===== config.mk =====
export PLATFORM = sky130hd
export DESIGN_NAME = sdu_cell
export DESIGN_NICKNAME = d
export VERILOG_FILES = /design/src/design/sdu_pkg.sv /design/src/design/sdu_cell.sv
export SDC_FILE = /design/constraint.sdc
export NUM_CORES = 1
export LEC_CHECK = 0
export BUFFER_PORTS_ARGS = -buffer_cell sky130_fd_sc_hd__buf_4
export CORE_ASPECT_RATIO = 1.25
export CORE_MARGIN = 1
export CORE_UTILIZATION = 35
export DETAILED_ROUTE_END_ITERATION = 10
export PLACE_DENSITY = 0.74
export SLEW_MARGIN = 20
export SYNTH_ARGS = -nofsm -noshare
export SYNTH_HDL_FRONTEND = slang
export SYNTH_SLANG_ARGS = --single-unit

===== constraint.sdc =====
create_clock -name clk_i -period 9 [get_ports clk_i]
set_clock_uncertainty 0.1 [all_clocks]
set_input_delay 2.25 -clock clk_i [delete_from_list [all_inputs] [get_ports clk_i]]
set_output_delay 2.25 -clock clk_i [all_outputs]
set_load 0.01 [all_outputs]

===== src/design/sdu_pkg.sv =====
// Shared constants and types of the sorted distinct union block.
package sdu_pkg;

  localparam int unsigned CAPACITY = 32;
  localparam int unsigned WordWidth = 32;

  typedef logic signed [WordWidth-1:0] word_t;

  typedef struct packed {
    logic  valid;
    word_t value;
  } cell_t;

  typedef struct packed {
    logic  insert;
    logic  shift;
    word_t data;
  } cell_ctl_t;

endpackage


===== src/design/sdu_cell.sv =====
// One cell of the insertion chain: holds a single sorted value.
module sdu_cell
  import sdu_pkg::*;
(
  input  logic      clk_i,
  input  logic      rst_ni,
  input  cell_ctl_t ctl_i,
  input  cell_t     left_i,
  input  logic      left_lt_i,
  input  cell_t     right_i,
  output cell_t     cell_o,
  output logic      lt_o,
  output logic      eq_o
);

  cell_t cell_q;
  cell_t cell_d;

  assign lt_o = !cell_q.valid || (ctl_i.data < cell_q.value);
  assign eq_o = cell_q.valid && (ctl_i.data == cell_q.value);
  assign cell_o = cell_q;

  always_comb begin
    cell_d = cell_q;
    if (ctl_i.insert) begin
      if (left_lt_i) begin
        cell_d = left_i;
      end else if (lt_o) begin
        cell_d.valid = 1'b1;
        cell_d.value = ctl_i.data;
      end
    end else if (ctl_i.shift) begin
      cell_d = right_i;
    end
  end

  always_ff @(posedge clk_i or negedge rst_ni) begin
    if (!rst_ni) begin
      cell_q <= '0;
    end else begin
      cell_q <= cell_d;
    end
  end

endmodule


==> metrics.cfg, run 1 <==
[placement]
numPortBuffers = 137
gp_congestion = 0.766
dpl_cell_area_mm2 = 0.00414
dpl.hpwl_mm = 6.80

[route]
dr.pass1.iters = 4
vias = 2896
viasPerCell = 5.16
wl_per_cell_um = 15.8
post-route-drc-count = 0
totalWireLength_mm = 8.87
antenna_left = 0
drt-initial-drc-count = 80

[final_layout]
final_util_pct = 50.5
multi_input_area_mm2 = 0.00202
regArea_um2 = 826
largest_register_ffs = 33
stdcell_area_mm2 = 0.00423
nets = 579
diodes = 0
fillers = 780
syn_to_final_growth_pct = 37.2
drive_above_1_share_pct = 41.9

[yosys]
synth_flop_cell = dfrtp_1
synthArstFlopShare_pct = 100
ys_top_cells_by_count = dfrtp_1 (33), inv_1 (33), ha_1 (32), mux2i_1 (32), a21oi_1 (26)
synth_largest_area_cell = dfrtp_1
ys_ff_latch = 33
synth_area_leaders = dfrtp_1 (27%), ha_1 (13%), mux2i_1 (10%), mux2_2 (6.6%), a311oi_2 (4.9%)
syn_inst = 321
synth_edf_count = 0
synth.avg_cell_area_um2 = 9.61
yosysTopAreaCellShare_pct = 26.8
synth_warnings = 0
synth_nets = 456
ys_types = 41
netlist_area_mm2 = 0.00308
seq_area_frac_synth_pct = 26.8

[clocking]
clock-sinks = 33
clk_pin_slew_ns = 0.07
post_cts_buffers = 0
cts_tree = yes
hold_buffers = 0
root_buffer = clkbuf_8
numCtsBuffers = 5
cts_resized = 0
htreeDepth = 2
ctsLongestPathBuffers = 2
clock_latency_ns = 0.28

[sta]
min_period_ns = 6.79
slew_viol_final = 0
worstMarginPinSlew_ns = 0.839
relSlewSlack_pct = 44.1
rsz0062_at_grt = false
setup_violations = 0
min_period_over_period_pct = 75.5
final_hold_viol_count = 0
max_freq_ghz = 0.147
fin_tns_setup_ns = 0

[global_routing]
grt_pass1_vias = 3037
antenna_found_initial = 0
grt_usage_pct = 19.9
grt_pass1_wl_mm = 14.3
overflow = 0
grt_max_degree = 63

[floorplan]
dieArea_mm2 = 0.00919
core-area_mm2 = 0.00838
die_w_um = 86.0
row_count = 37
initial_core_util_pct = 36.8
boundaryPins = 138
die_h_um = 107

[critical_path]
cp.arrival_ns = 4.44
cp_max_fo = 15
critPathLaunchType = input pin
crit_type = in -> out
cp_data_required_time_ns = 6.65
worst_setup_path_end_kind = primary output

[pwr]
vdd_drop_max_uv = 65.1
power_density_mw_per_mm2 = 138
p_leak_nw = 2.08

[job]
maxCapViolations = 0

[worst_hold_path]
hp-class = reg -> reg

[outcome]
status = completed

==> worst max-delay path, stage by stage <==
cell and delay [ns]:
buf_4 0.12, ha_1 0.30, a21o_1 0.18, a21o_1 0.18, a22o_1 0.23, or4_4 0.53, o22ai_4 0.43, buf_4 0.21
==> power by group <==
group          switching, mW  total (mW)  internal, mW
clock                 0.0546       0.115        0.0607
sequential            0.0249       0.198         0.173
combinational          0.130       0.270         0.140
total                  0.210       0.584         0.374
==> cell type report <==
cell class                 instances  share of cell area [%]
timing repair buffer             137                    24.3
inverter                          33                    2.93
tap                              117                    3.46
multi-input combinational        234                    47.8
clock buffer                       7                    2.04
sequential                        33                    19.5
==> routing by layer <==
| metal | global-route usage (%) | wire length (µm) |
|---|---|---|
| met1 | 22.1 | 3500 |
| met4 | 6.43 | 191 |
| met2 | 37.7 | 4760 |
| met3 | 3.23 | 417 |
| met5 | 0 | 0 |
==> worst paths after layout <==
kind,from,to,slack (ns),depth (start not counted)
min reg2reg,cell_o[30]$_DFFE_PN0P_,cell_o[30]$_DFFE_PN0P_,0.43,1
min,cell_o[30]$_DFFE_PN0P_,cell_o[30]$_DFFE_PN0P_,0.43,1
min in group asynchronous,rst_ni,cell_o[18]$_DFFE_PN0P_,1.81,1
max in group asynchronous,rst_ni,cell_o[3]$_DFFE_PN0P_,6.68,1
max reg2reg,cell_o[13]$_DFFE_PN0P_,cell_o[14]$_DFFE_PN0P_,5.49,9
max,ctl_i[13],lt_o,2.21,8
==> cells in the final DEF, fill, tap and decap left out, types with 11 or more instances in the layout <==
cell type	Yosys	layout
ha_1	32	32
dfrtp_1	33	33
o22a_1	16	16
nor3_1	12	12
mux2_2	18	18
mux2i_1	32	32
nor3b_1	15	15
a21oi_1	26	26
nor2_1	14	13
nand2_1	11	11
inv_1	33	33
buf_4	1	137
==> logic make-up after synthesis <==
logic type               after synthesis  share of synthesized area [%]
flip-flops                            33                           26.8
AO/OA/AOI/OAI                         76                           21.4
adder cells (fa/ha/maj)               32                           13.0
AND/OR/NAND/NOR                       76                           14.1
multiplexers                          50                           17.0
buffers and inverters                 54                           7.75
==> metrics by stage <==
stage | cells | power [mW] | worst slack, ns | hold WS, ns
global route | 561 | 0.627 | 2.13 | 0.465
global placement | 554 | 0.466 | 2.25 | 0.419
finish | 561 | 0.584 | 2.21 | 0.426
CTS | 561 | 0.591 | 2.21 | 0.437
floorplan | 321 | 0.359 | 2.62 | 0.447
detailed placement | 554 | 0.473 | 2.22 | 0.420
(Power assumes the default switching activity.)
==> run 2: changes to the inputs <==
Settings changed: ABC_AREA from default to 1, PLACE_DENSITY 0.74 to 0.78.
Clock period 9 ns to 5.6 ns, I/O delays scaled along.
==> metrics.cfg, run 2 <==
[global_routing]
grt_pass1_wl_mm = 14.5  ; was 14.3 mm
overflow = 0  ; unchanged
grt_usage_pct = 20.2  ; was 19.9%
grt_pass1_vias = 3250  ; was 3,037
antenna_found_initial = 0  ; unchanged
grt_max_degree = 35  ; was 63

[floorplan]
boundaryPins = 138  ; unchanged
initial_core_util_pct = 36.7  ; was 36.8%
die_w_um = 83.3  ; was 86.0 µm
core-area_mm2 = 0.00788  ; was 0.00838 mm²
row_count = 36  ; was 37
die_h_um = 104  ; was 107 µm
dieArea_mm2 = 0.00864  ; was 0.00919 mm²

[critical_path]
critPathLaunchType = input pin  ; unchanged
r2r_end = cell_o[18]$_DFFE_PN0P_  ; was cell_o[14]$_DFFE_PN0P_
cp_data_required_time_ns = 4.10  ; was 6.65 ns
worst_setup_path_end_kind = primary output  ; unchanged
cpMostUsedCell = nand2_1
crit_type = in -> out  ; unchanged
r2r-start = cell_o[3]$_DFFE_PN0P_  ; was cell_o[13]$_DFFE_PN0P_
max_stage_delay_ns = 0.30  ; was 0.53 ns
crit_buf_inv = 2  ; unchanged
cp.arrival_ns = 2.86  ; was 4.44 ns
cp-startpoint = ctl_i[11]  ; was ctl_i[13]
crit_family = simple AND/OR/NAND/NOR gates  ; was compound AO/OA/AOI/OAI gates
crit_chain = buf_4 -> ha_1 -> a21oi_1 -> nand2_1 -> a21oi_1 -> nand2_1 -> nand2_1 -> nand2_1 -> nand2_1 -> nand3_1 -> buf_4  ; was buf_4 -> ha_1 -> a21o_1 -> a21o_1 -> a22o_1 -> or4_4 -> o22ai_4 -> buf_4
regToRegSetupSlack_ns = 2.52  ; was 5.49 ns
cp_max_fo = 2  ; was 15
critical_path.slowest_cell = ha_1  ; was or4_4
r2r_cells = 17  ; was 9

[route]
post-route-drc-count = 0  ; unchanged
totalWireLength_mm = 8.59  ; was 8.87 mm
vias = 3257  ; was 2,896
drt-initial-drc-count = 109  ; was 80
antenna_left = 0  ; unchanged
wl_per_cell_um = 13.1  ; was 15.8 µm
viasPerCell = 4.98  ; was 5.16
dr.pass1.iters = 4  ; unchanged

[placement]
dpl.hpwl_mm = 6.31  ; was 6.80 mm
dp.cells = 647  ; was 554
numPortBuffers = 137  ; unchanged
gp_congestion = 0.843  ; was 0.766
dpl_cell_area_mm2 = 0.00395  ; was 0.00414 mm²
pre_cts_ws_ns = 1.25  ; was 2.22 ns

[yosys]
synth_nets = 567  ; was 456
synth.avg_cell_area_um2 = 6.70  ; was 9.61 µm²
synth.most_common_cell = nand2_1
synthArstFlopShare_pct = 100  ; unchanged
synth_area_leaders = dfrtp_1 (29%), nand2_1 (25%), ha_1 (14%), nand3_1 (12%), inv_1 (5.3%)  ; was dfrtp_1 (27%), ha_1 (13%), mux2i_1 (10%), mux2_2 (6.6%), a311oi_2 (4.9%)
ys_types = 28  ; was 41
netlist_area_mm2 = 0.00289  ; was 0.00308 mm²
synth_warnings = 0  ; unchanged
synth_flop_cell = dfrtp_1  ; unchanged
yosysTopAreaCellShare_pct = 28.5  ; was 26.8%
syn_inst = 432  ; was 321
ys_top_cells_by_count = nand2_1 (190), nand3_1 (67), inv_1 (41)  ; was dfrtp_1 (33), inv_1 (33), ha_1 (32), mux2i_1 (32), a21oi_1 (26)
seq_area_frac_synth_pct = 28.5  ; was 26.8%
synth_edf_count = 0  ; unchanged
synth_largest_area_cell = dfrtp_1  ; unchanged
ys_ff_latch = 33  ; unchanged

[worst_hold_path]
hp-class = reg -> reg  ; unchanged
holdPathEnd = cell_o[17]$_DFFE_PN0P_  ; was cell_o[30]$_DFFE_PN0P_
whs_path_depth = 2  ; was 1
hp-start = cell_o[17]$_DFFE_PN0P_  ; was cell_o[30]$_DFFE_PN0P_

[pwr]
power_density_mw_per_mm2 = 221  ; was 138 mW/mm²
combinationalPowerShare_pct = 43.5  ; was 46.3%
seq_power_share_pct = 35.6  ; was 33.9%
vdd_drop_max_uv = 142  ; was 65.1 µV
power.share.clock_pct = 20.8  ; was 19.8%
p_leak_nw = 2.34  ; was 2.08 nW
total_power_mw = 0.891  ; was 0.584 mW
switchingPower_mw = 0.331  ; was 0.210 mW
switching_share_pct = 37.2  ; was 36.0%
internal_power_mw = 0.560  ; was 0.374 mW

[sta]
min_period_ns = 4.36
relSlewSlack_pct = 32.8  ; was 44.1%
min_period_over_period_pct = 77.9
worstMarginPinSlew_ns = 1.00  ; was 0.839 ns
fin_hold_ws_ns = 0.409  ; was 0.426 ns
rsz0062_at_grt = false  ; unchanged
final_hold_viol_count = 0  ; unchanged
setup_violations = 0  ; unchanged
max_freq_ghz = 0.229
slew_viol_final = 0  ; unchanged
finalWorstSetupSlack_ns = 1.24  ; was 2.21 ns
fin_tns_setup_ns = 0  ; unchanged

[clocking]
cts_resized = 0  ; unchanged
post_cts_buffers = 0  ; unchanged
clk_pin_slew_ns = 0.07  ; about the same
clock_latency_ns = 0.28  ; about the same
ctsLongestPathBuffers = 2  ; unchanged
hold_buffers = 0  ; unchanged
clock-sinks = 33  ; unchanged
cts_tree = yes  ; unchanged
numCtsBuffers = 5  ; unchanged
root_buffer = clkbuf_8  ; unchanged
htreeDepth = 2  ; unchanged

[final_layout]
syn_to_final_growth_pct = 39.4  ; was 37.2%
layout_commonest_cell = nand2_1  ; was buf_4
layout_common_cells = nand2_1 (190), buf_4 (139), nand3_1 (67)  ; was buf_4 (137), inv_1 (33), dfrtp_1 (33)
stdcell_area_mm2 = 0.00403  ; was 0.00423 mm²
fin_cells = 654  ; was 561
nets = 694  ; was 579
largest_register_ffs = 33  ; unchanged
diodes = 0  ; unchanged
drive_above_1_share_pct = 29.3  ; was 41.9%
final_util_pct = 51.2  ; was 50.5%

[job]
maxCapViolations = 0  ; unchanged

[outcome]
status = completed  ; unchanged

## run 2: cell types whose count changed after synthesis, moves of 7 or more
cell	before	now
nor3b_1	15	0
nand2_1	11	190
mux2i_1	32	0
nor3_1	12	1
a311oi_2	10	0
mux2_2	18	0
o221a_2	7	0
inv_1	33	41
nand2_4	0	11
o22a_1	16	1
nand3_1	1	67
a21oi_1	26	13
nand2b_1	8	0
## run 2: how the worst max path moves through the flow
stage                 to  slack, ns  cells after the start
floorplan           lt_o       1.64                      8
global placement    lt_o       1.26                     11
detailed placement  lt_o       1.25                     11
CTS                 lt_o       1.24                     11
global route        lt_o       1.02                     11
finish              lt_o       1.24                     11
## run 2: final cells by class
cell class	count	area, µm²
clock buffers	7	86.3
fillers	742	3850
inverters	43	161
multi-input cells	337	1800
flip-flops and latches	33	826
well taps	95	119
repair buffers	139	1040
## run 2: tightest hold or removal path: stages, from the launching register on
cell and delay [ns]:
dfrtp_1 0.37, nand2_1 0.06, nand2_1 0.05
## run 2: power by group through the flow
| stage | clock (mW) | sequential [mW] | combinational [mW] |
|---|---|---|---|
| floorplan | 0 | 0.333 | 0.203 |
| global placement | 0 | 0.320 | 0.380 |
| detailed placement | 0 | 0.322 | 0.391 |
| CTS | 0.192 | 0.318 | 0.393 |
| global route | 0.204 | 0.323 | 0.438 |
| finish | 0.186 | 0.318 | 0.388 |
## run 2: per-layer routing
metal  up-vias  wire length (µm)  GRT usage (%)
li1       1630                 -              -
met3        11               525           3.75
met4         0               116           5.42
met1      1499              3580           24.8
met2       117              4370           36.0
met5         -                 0              0
## run 2: kinds of logic (layout without fill, tap and decap cells)
group	Yosys count	count (layout)	share of synthesized area [%]
AND/OR/NAND/NOR	285	285	44.2
buffers and inverters	62	189	9.39
flip-flops	33	33	28.5
adder cells (fa/ha/maj)	32	32	13.8
AO/OA/AOI/OAI	20	20	3.98
